**config.mk**
```make
export PLATFORM = sky130hd
export DESIGN_NAME = hierarchical_bitmap_set_top
export DESIGN_NICKNAME = d
export VERILOG_FILES = /design/src/rtl/hbs_pkg.sv /design/src/rtl/hbs_ram.sv /design/src/rtl/hbs_ctrl.sv /design/src/rtl/hbs_dp.sv /design/src/rtl/hierarchical_bitmap_set_top.sv
export SDC_FILE = /design/constraint.sdc
export NUM_CORES = 2
export LEC_CHECK = 0
export BUFFER_PORTS_ARGS = -buffer_cell sky130_fd_sc_hd__buf_2
export CAP_MARGIN = 40
export CELL_PAD_IN_SITES_DETAIL_PLACEMENT = 1
export CELL_PAD_IN_SITES_GLOBAL_PLACEMENT = 1
export CORE_ASPECT_RATIO = 0.75
export CORE_MARGIN = 4
export CORE_UTILIZATION = 42
export DETAILED_ROUTE_END_ITERATION = 6
export PLACE_DENSITY_LB_ADDON = 0.1
export RECOVER_POWER = 100
export SLEW_MARGIN = 20
export SYNTH_ARGS = -nofsm -noshare
export SYNTH_HDL_FRONTEND = slang
export SYNTH_HIERARCHICAL = 1
export SYNTH_SLANG_ARGS = --single-unit
```
**constraint.sdc**
```tcl
create_clock -name clk -period 102.2 [get_ports clk]
set_clock_uncertainty 0.2 [all_clocks]
set_input_delay 15.33 -clock clk [delete_from_list [all_inputs] [get_ports clk]]
set_output_delay 15.33 -clock clk [all_outputs]
set_load 0.02 [all_outputs]
```
**src/rtl/hbs_pkg.sv**
```systemverilog
package hbs_pkg;

	localparam int LEVELS_DEF = 10;
	localparam int OP_W       = 3;
	localparam int KEY_W      = 10;
	localparam int IN_TDATA_W  = 16;
	localparam int OUT_TDATA_W = 16;

	localparam logic [OP_W-1:0] OP_INSERT   = 3'd0;
	localparam logic [OP_W-1:0] OP_REMOVE   = 3'd1;
	localparam logic [OP_W-1:0] OP_CONTAINS = 3'd2;
	localparam logic [OP_W-1:0] OP_MIN      = 3'd3;
	localparam logic [OP_W-1:0] OP_SUCC     = 3'd4;

	typedef struct packed {
		logic load;
		logic rd;
		logic rd_child;
		logic wr;
		logic wr_bit;
		logic up;
		logic right;
		logic down;
		logic set_found;
		logic found_val;
		logic set_answer;
		logic out_load;
		logic clr_step;
	} cmd_t;

	typedef struct packed {
		logic [OP_W-1:0] op;
		logic            own;
		logic            sib;
		logic            is_root;
		logic            is_leaf;
		logic            odd;
		logic            clr_last;
		logic            out_busy;
	} sts_t;

endpackage

```
**src/rtl/hbs_ram.sv**
```systemverilog
module hbs_ram #(
	parameter int WIDTH = 2,
	parameter int DEPTH = 1024
) (
	input  logic                     clk,
	input  logic                     wr_en,
	input  logic [$clog2(DEPTH)-1:0] wr_addr,
	input  logic [WIDTH-1:0]         wr_data,
	input  logic                     rd_en,
	input  logic [$clog2(DEPTH)-1:0] rd_addr,
	output logic [WIDTH-1:0]         rd_data
);

	logic [WIDTH-1:0] mem_q [DEPTH];

	always_ff @(posedge clk) begin
		if (wr_en) begin
			mem_q[wr_addr] <= wr_data;
		end
		if (rd_en) begin
			rd_data <= mem_q[rd_addr];
		end
	end

endmodule

```
**src/rtl/hbs_ctrl.sv**
```systemverilog
module hbs_ctrl (
	input  logic          clk,
	input  logic          arst_n,
	input  logic          in_valid,
	output logic          in_ready,
	input  hbs_pkg::sts_t sts,
	output hbs_pkg::cmd_t cmd
);

	import hbs_pkg::*;

	localparam logic [2:0] ST_CLR    = 3'd0;
	localparam logic [2:0] ST_IDLE   = 3'd1;
	localparam logic [2:0] ST_RD     = 3'd2;
	localparam logic [2:0] ST_CHK    = 3'd3;
	localparam logic [2:0] ST_DN_RD  = 3'd4;
	localparam logic [2:0] ST_DN_CHK = 3'd5;
	localparam logic [2:0] ST_DONE   = 3'd6;

	logic [2:0] state_q;
	logic [2:0] state_d;

	assign in_ready = (state_q == ST_IDLE);

	always_comb begin
		cmd     = '0;
		state_d = state_q;
		case (state_q)
			ST_CLR: begin
				cmd.clr_step = 1'b1;
				if (sts.clr_last) begin
					state_d = ST_IDLE;
				end
			end
			ST_IDLE: begin
				if (in_valid) begin
					cmd.load = 1'b1;
					state_d  = ST_RD;
				end
			end
			ST_RD: begin
				if (sts.op inside {OP_INSERT, OP_REMOVE, OP_CONTAINS, OP_MIN, OP_SUCC}) begin
					cmd.rd  = 1'b1;
					state_d = ST_CHK;
				end else begin
					state_d = ST_DONE;
				end
			end
			ST_CHK: begin
				case (sts.op)
					OP_INSERT: begin
						if (sts.own) begin
							state_d = ST_DONE;
						end else begin
							cmd.wr     = 1'b1;
							cmd.wr_bit = 1'b1;
							if (sts.is_root) begin
								state_d = ST_DONE;
							end else begin
								cmd.up  = 1'b1;
								state_d = ST_RD;
							end
						end
					end
					OP_REMOVE: begin
						cmd.wr = 1'b1;
						if (sts.is_root || sts.sib) begin
							state_d = ST_DONE;
						end else begin
							cmd.up  = 1'b1;
							state_d = ST_RD;
						end
					end
					OP_CONTAINS: begin
						cmd.set_found = 1'b1;
						cmd.found_val = sts.own;
						state_d       = ST_DONE;
					end
					OP_MIN: begin
						if (sts.own) begin
							cmd.set_found = 1'b1;
							cmd.found_val = 1'b1;
							state_d       = ST_DN_RD;
						end else begin
							state_d = ST_DONE;
						end
					end
					OP_SUCC: begin
						if (sts.is_root) begin
							state_d = ST_DONE;
						end else if (!sts.odd && sts.sib) begin
							cmd.right     = 1'b1;
							cmd.set_found = 1'b1;
							cmd.found_val = 1'b1;
							state_d       = ST_DN_RD;
						end else begin
							cmd.up  = 1'b1;
							state_d = ST_RD;
						end
					end
					default: begin
						state_d = ST_DONE;
					end
				endcase
			end
			ST_DN_RD: begin
				if (sts.is_leaf) begin
					cmd.set_answer = 1'b1;
					state_d        = ST_DONE;
				end else begin
					cmd.rd       = 1'b1;
					cmd.rd_child = 1'b1;
					state_d      = ST_DN_CHK;
				end
			end
			ST_DN_CHK: begin
				cmd.down = 1'b1;
				state_d  = ST_DN_RD;
			end
			ST_DONE: begin
				if (!sts.out_busy) begin
					cmd.out_load = 1'b1;
					state_d      = ST_IDLE;
				end
			end
			default: begin
				state_d = ST_IDLE;
			end
		endcase
	end

	always_ff @(posedge clk or negedge arst_n) begin
		if (!arst_n) begin
			state_q <= ST_CLR;
		end else begin
			state_q <= state_d;
		end
	end

endmodule

```
**src/rtl/hbs_dp.sv**
```systemverilog
module hbs_dp #(
	parameter int LEVELS = hbs_pkg::LEVELS_DEF
) (
	input  logic                          clk,
	input  logic                          arst_n,
	input  logic [hbs_pkg::OP_W-1:0]      in_op,
	input  logic [hbs_pkg::KEY_W-1:0]     in_key,
	input  hbs_pkg::cmd_t                 cmd,
	output hbs_pkg::sts_t                 sts,
	input  logic                          out_ready,
	output logic                          out_valid,
	output logic                          out_found,
	output logic [hbs_pkg::KEY_W-1:0]     out_answer
);

	import hbs_pkg::*;

	localparam int NW = LEVELS + 1;

	logic [OP_W-1:0]   op_q;
	logic [NW-1:0]     node_q;
	logic              found_q;
	logic [KEY_W-1:0]  answer_q;
	logic [LEVELS-1:0] clr_q;
	logic              out_valid_q;
	logic              out_found_q;
	logic [KEY_W-1:0]  out_answer_q;

	logic [LEVELS-1:0] key_l;
	logic [KEY_W-1:0]  ans_l;
	logic [1:0]        rd_data;
	logic [1:0]        wr_pair;
	logic [LEVELS-1:0] wr_addr;
	logic [LEVELS-1:0] rd_addr;

	generate
		if (LEVELS > KEY_W) begin : g_wide
			assign key_l = {{(LEVELS-KEY_W){1'b0}}, in_key};
			assign ans_l = node_q[KEY_W-1:0];
		end else if (LEVELS == KEY_W) begin : g_same
			assign key_l = in_key;
			assign ans_l = node_q[KEY_W-1:0];
		end else begin : g_narrow
			assign key_l = in_key[LEVELS-1:0];
			assign ans_l = {{(KEY_W-LEVELS){1'b0}}, node_q[LEVELS-1:0]};
		end
	endgenerate

	// node i lives at word i>>1, bit i&1; root is node 1
	assign rd_addr = cmd.rd_child ? node_q[LEVELS-1:0] : node_q[LEVELS:1];
	assign wr_addr = cmd.clr_step ? clr_q : node_q[LEVELS:1];
	assign wr_pair = cmd.clr_step ? 2'b00 :
		(node_q[0] ? {cmd.wr_bit, rd_data[0]} : {rd_data[1], cmd.wr_bit});

	hbs_ram #(
		.WIDTH(2),
		.DEPTH(2 ** LEVELS)
	) u_ram (
		.clk    (clk),
		.wr_en  (cmd.wr | cmd.clr_step),
		.wr_addr(wr_addr),
		.wr_data(wr_pair),
		.rd_en  (cmd.rd),
		.rd_addr(rd_addr),
		.rd_data(rd_data)
	);

	always_comb begin
		sts          = '0;
		sts.op       = op_q;
		sts.own      = rd_data[node_q[0]];
		sts.sib      = rd_data[~node_q[0]];
		sts.is_root  = (node_q == NW'(1));
		sts.is_leaf  = node_q[LEVELS];
		sts.odd      = node_q[0];
		sts.clr_last = &clr_q;
		sts.out_busy = out_valid_q & ~out_ready;
	end

	always_ff @(posedge clk) begin
		if (cmd.load) begin
			op_q     <= in_op;
			found_q  <= 1'b0;
			answer_q <= '0;
			node_q   <= (in_op == OP_MIN) ? NW'(1) : {1'b1, key_l};
		end else begin
			if (cmd.up) begin
				node_q <= {1'b0, node_q[LEVELS:1]};
			end else if (cmd.right) begin
				node_q <= node_q + NW'(1);
			end else if (cmd.down) begin
				node_q <= {node_q[LEVELS-1:0], ~rd_data[0]};
			end
			if (cmd.set_found) begin
				found_q <= cmd.found_val;
			end
			if (cmd.set_answer) begin
				answer_q <= ans_l;
			end
		end
		if (cmd.out_load) begin
			out_found_q  <= found_q;
			out_answer_q <= answer_q;
		end
	end

	always_ff @(posedge clk or negedge arst_n) begin
		if (!arst_n) begin
			clr_q       <= '0;
			out_valid_q <= 1'b0;
		end else begin
			if (cmd.clr_step) begin
				clr_q <= clr_q + LEVELS'(1);
			end
			if (cmd.out_load) begin
				out_valid_q <= 1'b1;
			end else if (out_ready) begin
				out_valid_q <= 1'b0;
			end
		end
	end

	assign out_valid  = out_valid_q;
	assign out_found  = out_found_q;
	assign out_answer = out_answer_q;

endmodule

```
**src/rtl/hierarchical_bitmap_set_top.sv**
```systemverilog
// Set of integers 0 .. 2^LEVELS-1 held as a binary tree of bits in one RAM word per sibling pair.
// Each beat carries an opcode (insert, remove, contains, minimum, successor) and a key, and
// gives exactly one result beat. After reset the RAM is cleared one word a cycle, every word
// in turn, with s_axis_tready low. Every step of an item is a read of the tree RAM followed by
// a decision on its registered data. Contains reads a single word, insert and remove climb
// toward the root, minimum walks down from the root and successor goes up the tree, then
// down. One item is worked on at a time; a finished result waits in the output register
// while the next beat is taken.
module hierarchical_bitmap_set_top #(
	parameter int LEVELS = hbs_pkg::LEVELS_DEF
) (
	input  logic                               clk,
	input  logic                               arst_n,
	input  logic                               s_axis_tvalid,
	output logic                               s_axis_tready,
	input  logic [hbs_pkg::IN_TDATA_W-1:0]     s_axis_tdata,  // opcode, key
	output logic                               m_axis_tvalid,
	input  logic                               m_axis_tready,
	output logic [hbs_pkg::OUT_TDATA_W-1:0]    m_axis_tdata   // found, answer
);

	import hbs_pkg::*;

	cmd_t             cmd;
	sts_t             sts;
	logic             out_found;
	logic [KEY_W-1:0] out_answer;

	hbs_ctrl u_ctrl (
		.clk     (clk),
		.arst_n  (arst_n),
		.in_valid(s_axis_tvalid),
		.in_ready(s_axis_tready),
		.sts     (sts),
		.cmd     (cmd)
	);

	hbs_dp #(
		.LEVELS(LEVELS)
	) u_dp (
		.clk       (clk),
		.arst_n    (arst_n),
		.in_op     (s_axis_tdata[OP_W-1:0]),
		.in_key    (s_axis_tdata[OP_W+KEY_W-1:OP_W]),
		.cmd       (cmd),
		.sts       (sts),
		.out_ready (m_axis_tready),
		.out_valid (m_axis_tvalid),
		.out_found (out_found),
		.out_answer(out_answer)
	);

	assign m_axis_tdata = {{(OUT_TDATA_W-KEY_W-1){1'b0}}, out_answer, out_found};

endmodule

```
# Word-level counts from Yosys, hierarchy flattened

Memory sizes are Yosys's and may differ from the RTL's. A register that Yosys moved wholly into a read port is not among the register bits.
Cells that the tools add are included.

Flip-flop bits (word level): 50
Memories kept: 1
Memory bits (writable): 2048
Input bits: 20

$lt $le $gt $ge: 2
Reduce and logical (&&, ||, !) cells: 10
Add/subtract/negate cells: 2
Eq/ne operators: 15
Mux-type cells: 58
Bitwise logic cells: 5

Memory list:

| name             | words | bits a word | read ports | clocked after Yosys merged registers in | wr ports | line          | text |
|---|---|---|---|---|---|---|---|
| u_dp.u_ram.mem_q | 1024  | 2           | 1          | 1                                       | 1        | hbs_ram.sv:14 | `logic [WIDTH-1:0] mem_q [DEPTH];` |

Operators by type and width:

| kind                  | number |
|---|---|
| $mux 11               | 5 |
| $mux 3                | 10 |
| $mux 1                | 24 |
| $pmux 3 s7            | 1 |
| $mux 10               | 2 |
| $mux 2                | 10 |
| $eq 3x2->1 const B    | 5 |
| $eq 3x3->1 const B    | 4 |
| $pmux 3 s4            | 1 |
| $add 11x1->11 const B | 1 |
| $eq 11x1->1 const B   | 1 |
| $add 10x1->10 const B | 1 |
| $reduce_and 10->1     | 1 |
| $eq 3x1->1 const B    | 2 |
| $logic_not 3->1       | 2 |
| $ne 2x2->1 const B    | 3 |
| $pmux 2 s3            | 1 |
| $reduce_bool 5->1     | 1 |
| $lt 1x2->1 const B    | 2 |
| $mux 4                | 1 |
| $pmux 1 s2            | 2 |
| $reduce_bool 4->1     | 1 |
| $not 1->1             | 3 |
| $pmux 1 s3            | 1 |
| 7 further kinds       | 7 |

# Longest topological paths before layout

Depth after elaboration: 11
Mapped depth: 20
Gate-level depth less buffers: 11

# Cells and area by module

Netlist, hierarchy kept.

By module, submodules not included:

| module                      | times used | cells an instance | area each (µm²) |
|---|---|---|---|
| hbs_ram                     | 1          | 4793              | 83777.8 |
| hbs_dp                      | 1          | 239               | 2573.7 |
| hbs_ctrl                    | 1          | 57                | 439.2 |
| hierarchical_bitmap_set_top | 1          | 7                 | 48.8 |

# Worst setup path before layout

No wires, ideal clock.

Path type: reg2reg
From: reg u_dp.node_q[0]
To: mem u_dp.u_ram.mem_q[0][0], data pin
Stages on the path, launching flop included: 7
Buffers on the path: 1
Path slack: 67571 ps
Arrival time: 28746 ps
Cell sequence: edfxtp_1 > buf_2 > mux2_2 > or4_1 > nor2_1 > nand2b_1 > a21oi_1

RTL lines:

| element                  | line          | text |
|---|---|---|
| start: declaration       | hbs_dp.sv:21  | `logic [NW-1:0] node_q;` |
| start signal: assignment | hbs_dp.sv:85  | `node_q <= (in_op == OP_MIN) ? NW'(1) : {1'b1, key_l};` |
| start signal: assignment | hbs_dp.sv:88  | `node_q <= {1'b0, node_q[LEVELS:1]};` |
| start signal: assignment | hbs_dp.sv:90  | `node_q <= node_q + NW'(1);` |
| end: declaration         | hbs_ram.sv:14 |  |

==> impl_metrics.py <==
metrics = {
    "die": {
        "die_area_um2": 214000,
        "core_area_um2": 206000,
        "die_h_um": 402,
        "placementRows": 144,
        "die_x_um": 533,
        "initial_utilization": 0.422,
        "io_pins": 38,
    },
    "yosys": {
        "synthTopCellsByArea": "edfxtp_1 (72%), mux4_2 (12%), nor2_1 (4.6%), mux2i_1 (2.5%), clkbuf_1 (1.0%)",
        "yosysWarnings": 6,
        "synth_area_leader_cell": "edfxtp_1",
        "yosysUniqueCellTypes": 90,
        "syn-mean-instance-area_um2": 17.0,
        "synth_edf_count": 2075,
        "yosys.area.top_type_share": 0.718,
        "yosysSeqAreaShare": 0.724,
        "ys_seq_elements": 2100,
        "syn_area_um2": 86800,
        "synth-async-reset-ratio": 0.00667,
        "postSynthCellCount": 5096,
        "yosys_most_used_dff": "edfxtp_1",
    },
    "critical_path": {
        "critPathArrivalTime_ps": 18020,
        "path_class": "reg -> reg",
        "max_stage_delay_ps": 6460,
        "cp_data_required_time_ps": 101270,
        "cp-end-kind": "flop",
        "reg2reg_slack_ps": 83250,
        "crit_path_max_fanout": 219,
        "critPathCapture": "u_dp/u_ram/mem_q[49][0]",
        "critPathLaunchType": "flop",
        "path_cells": "mux2_1 > or4_1 > nor2_1 > nand2b_1 > a21oi_4 > clkbuf_1 > clkbuf_1 > clkbuf_1",
        "path_common_cell": "clkbuf_1",
        "rr_worst_depth": 8,
        "slowest_stage": "clkbuf_1",
        "r2r_start": "u_dp/node_q[0]",
        "critPathLaunch": "u_dp/node_q[0]",
        "r2r_end": "u_dp/u_ram/mem_q[49][0]",
    },
    "global_route": {
        "grt_first_pass_wirelength_um": 378000,
        "grt_pass1_vias": 49495,
        "grtUsageTotal": 0.245,
        "grt_max_degree": 220,
        "gr-total-overflow": 0,
        "antenna_found_initial": 23,
    },
    "clock_tree": {
        "cts_sinks": 2100,
        "cts_buffers": 210,
        "cts_tree": "done",
        "clock_path_buffers": 4,
        "path_clk_slew_ps": 60,
        "ctsHoldBuffers": 0,
        "clk_latency_ps": 840,
        "post_cts_resized": 0,
        "h-tree-depth": 4,
        "postCtsSetupRepairBufs": 0,
        "cts-root-buf": "clkbuf_16",
    },
    "route": {
        "first_pass_iters": 5,
        "vias": 48088,
        "drtIter0Drc": 5480,
        "ant_nets": 0,
        "viasPerCell": 5.97,
        "routed_wirelength_um": 265000,
        "post_drt_wl_per_cell_um": 32.9,
        "drc": 0,
    },
    "place": {
        "place_congestion": 0.782,
        "pre_cts_slack_ps": 84920,
        "portBuffers": 29,
        "dp_hpwl_um": 156000,
    },
    "cells_and_area": {
        "regArea_um2": 62900,
        "nets": 5146,
        "multiInputGateArea_um2": 21900,
        "areaGrowthSynthToFinish_pct": 10.8,
        "drive_gt1_frac": 0.174,
        "n_fill_cell": 19399,
    },
    "power_and_ir_drop": {
        "p_leak_uw": 0.0293,
        "ir_drop_uv": 22.5,
        "p_per_area_nw_per_um2": 28.0,
    },
    "sta": {
        "slew_violations": 3032,
        "period_needed_ps": 18950,
        "fin_tns_setup_ps": 0,
        "rsz0062_at_grt": "false",
        "setup_slack_ps": 83250,
        "fin_crit_sh": 0.185,
        "setup_viol": 0,
        "worst_pin_slew_ps": 9410,
        "final_hold_viol_count": 0,
        "relSlewSlack": -5.27,
        "clock.fmax_mhz": 52.8,
    },
    "run_status": {
        "status": "complete, but fails checks",
        "violations": "capacitance limit, slew limit",
    },
    "job": {
        "maxCapViolations": 82,
    },
    "hold_path": {
        "min_path_type": "reg -> reg",
    },
}
==> power by group <==
group	leakage (uW)	internal [uW]	switching (uW)
logic	0.00687	277	586
registers	0.0193	1080	11.9
clock network	0.00313	415	326
==> registers in the layout, summed over array words and instances (netlist names) <==
signal and cells:
u_dp/out_answer 10, u_ctrl/state_q 3, u_dp/answer_q 10, u_dp/found_q 1
u_dp/u_ram/mem_q 2048, u_dp/node_q 11, u_dp/out_valid 1, u_dp/out_found 1
u_dp/op_q 3, u_dp/clr_q 10, u_dp/u_ram/rd_data 2
==> critical path: cells and delay by family (launching register included) <==
family,cells,cell delay (ps)
AND/OR/NAND/NOR,3,720
AO/OA/AOI/OAI,1,150
multiplexers,1,470
flip-flops,1,740
buffers and inverters,3,14440
==> synth_stat cells, types with 10 or more instances <==
| library cell | count |
|---|---|
| edfxtp_1 | 2075 |
| nor2_1 | 1073 |
| mux4_2 | 449 |
| clkbuf_1 | 242 |
| mux2i_1 | 216 |
| nand2_1 | 123 |
| o221ai_1 | 84 |
| a21oi_1 | 82 |
| buf_1 | 54 |
| nor3_1 | 52 |
| o21ai_0 | 50 |
| a22oi_1 | 47 |
| o22ai_1 | 45 |
| nand3_1 | 43 |
| buf_4 | 41 |
| buf_6 | 39 |
| buf_2 | 36 |
| mux2_2 | 24 |
| a211oi_1 | 20 |
| nand4_1 | 20 |
| nor2b_1 | 19 |
| a22o_1 | 14 |
| buf_8 | 14 |
| dfrtp_1 | 14 |
| a221oi_1 | 13 |
| and3_1 | 13 |
| inv_1 | 12 |
| nand2b_1 | 12 |
| nor3b_1 | 12 |
| nor4_1 | 12 |
| dfxtp_1 | 11 |
| xnor2_1 | 10 |
==> logic make-up after synthesis <==
kind of cell | after synthesis | share of synthesized area
compound gates | 415 | 0.0337
xor+xnor | 12 | 0.00121
fa+ha+maj | 3 | 0.000432
buf+inv | 443 | 0.0270
flops | 2100 | 0.724
mux | 691 | 0.145
other cells | 1 | 0.0000432
simple gates | 1431 | 0.0688
==> routing by layer <==
layer / GRT usage / wire, um / vias to the layer above
met5: 0 / 13 / -
met4: 0.0498 / 5960 / 2
met3: 0.0431 / 19800 / 321
met2: 0.374 / 121000 / 1688
met1: 0.372 / 119000 / 26052
li1: - / - / 20025
==> layout by cell type, fill, tap and decap left out, types with 50 or more instances in the layout <==
master,Yosys,final
a21oi_1,82,81
buf_4,41,92
clkbuf_1,242,173
clkbuf_16,0,213
clkinv_1,1,50
edfxtp_1,2075,2075
mux2i_1,216,216
mux4_2,449,449
nand2_1,123,118
nor2_1,1073,1071
nor3_1,52,51
o21ai_0,50,50
o221ai_1,84,84
==> how the worst min path moves through the flow <==
stage	start	to	slack, ps	depth (start not counted)
3_5_place_dp	u_dp/answer_q[9]	u_dp/out_answer[9]	220	0
3_3_place_gp	u_dp/answer_q[4]	u_dp/out_answer[4]	210	0
4_1_cts	u_dp/answer_q[7]	u_dp/out_answer[7]	230	0
5_1_grt	u_dp/answer_q[7]	u_dp/out_answer[7]	240	0
2_1_floorplan	u_dp/answer_q[0]	u_dp/out_answer[0]	210	0
6_report	u_dp/answer_q[9]	u_dp/out_answer[9]	230	0
==> stage by stage <==
step	util	power [uW]	hold slack [ps]	instance area, um^2	std cells
after CTS	0.473	2710	233	97300	8050
after global routing	0.468	2800	243	96200	8059
after floorplan	-	1790	208	86900	5100
final	0.468	2700	230	96200	8061
after global placement	0.438	1940	212	90000	7625
after detailed placement	0.442	1970	219	90900	7676
==> final cells by class <==
class / count / share of cell area
Inverter: 15 / 0.000650
Multi-Input combinational cell: 2557 / 0.228
Clock buffer: 271 / 0.0580
Tap cell: 2774 / 0.0361
Clock inverter: 103 / 0.00843
Sequential cell: 2100 / 0.654
Antenna cell: 2 / 0.0000520
Timing Repair Buffer: 239 / 0.0150
Note: power is estimated with default switching activity, not from simulation.
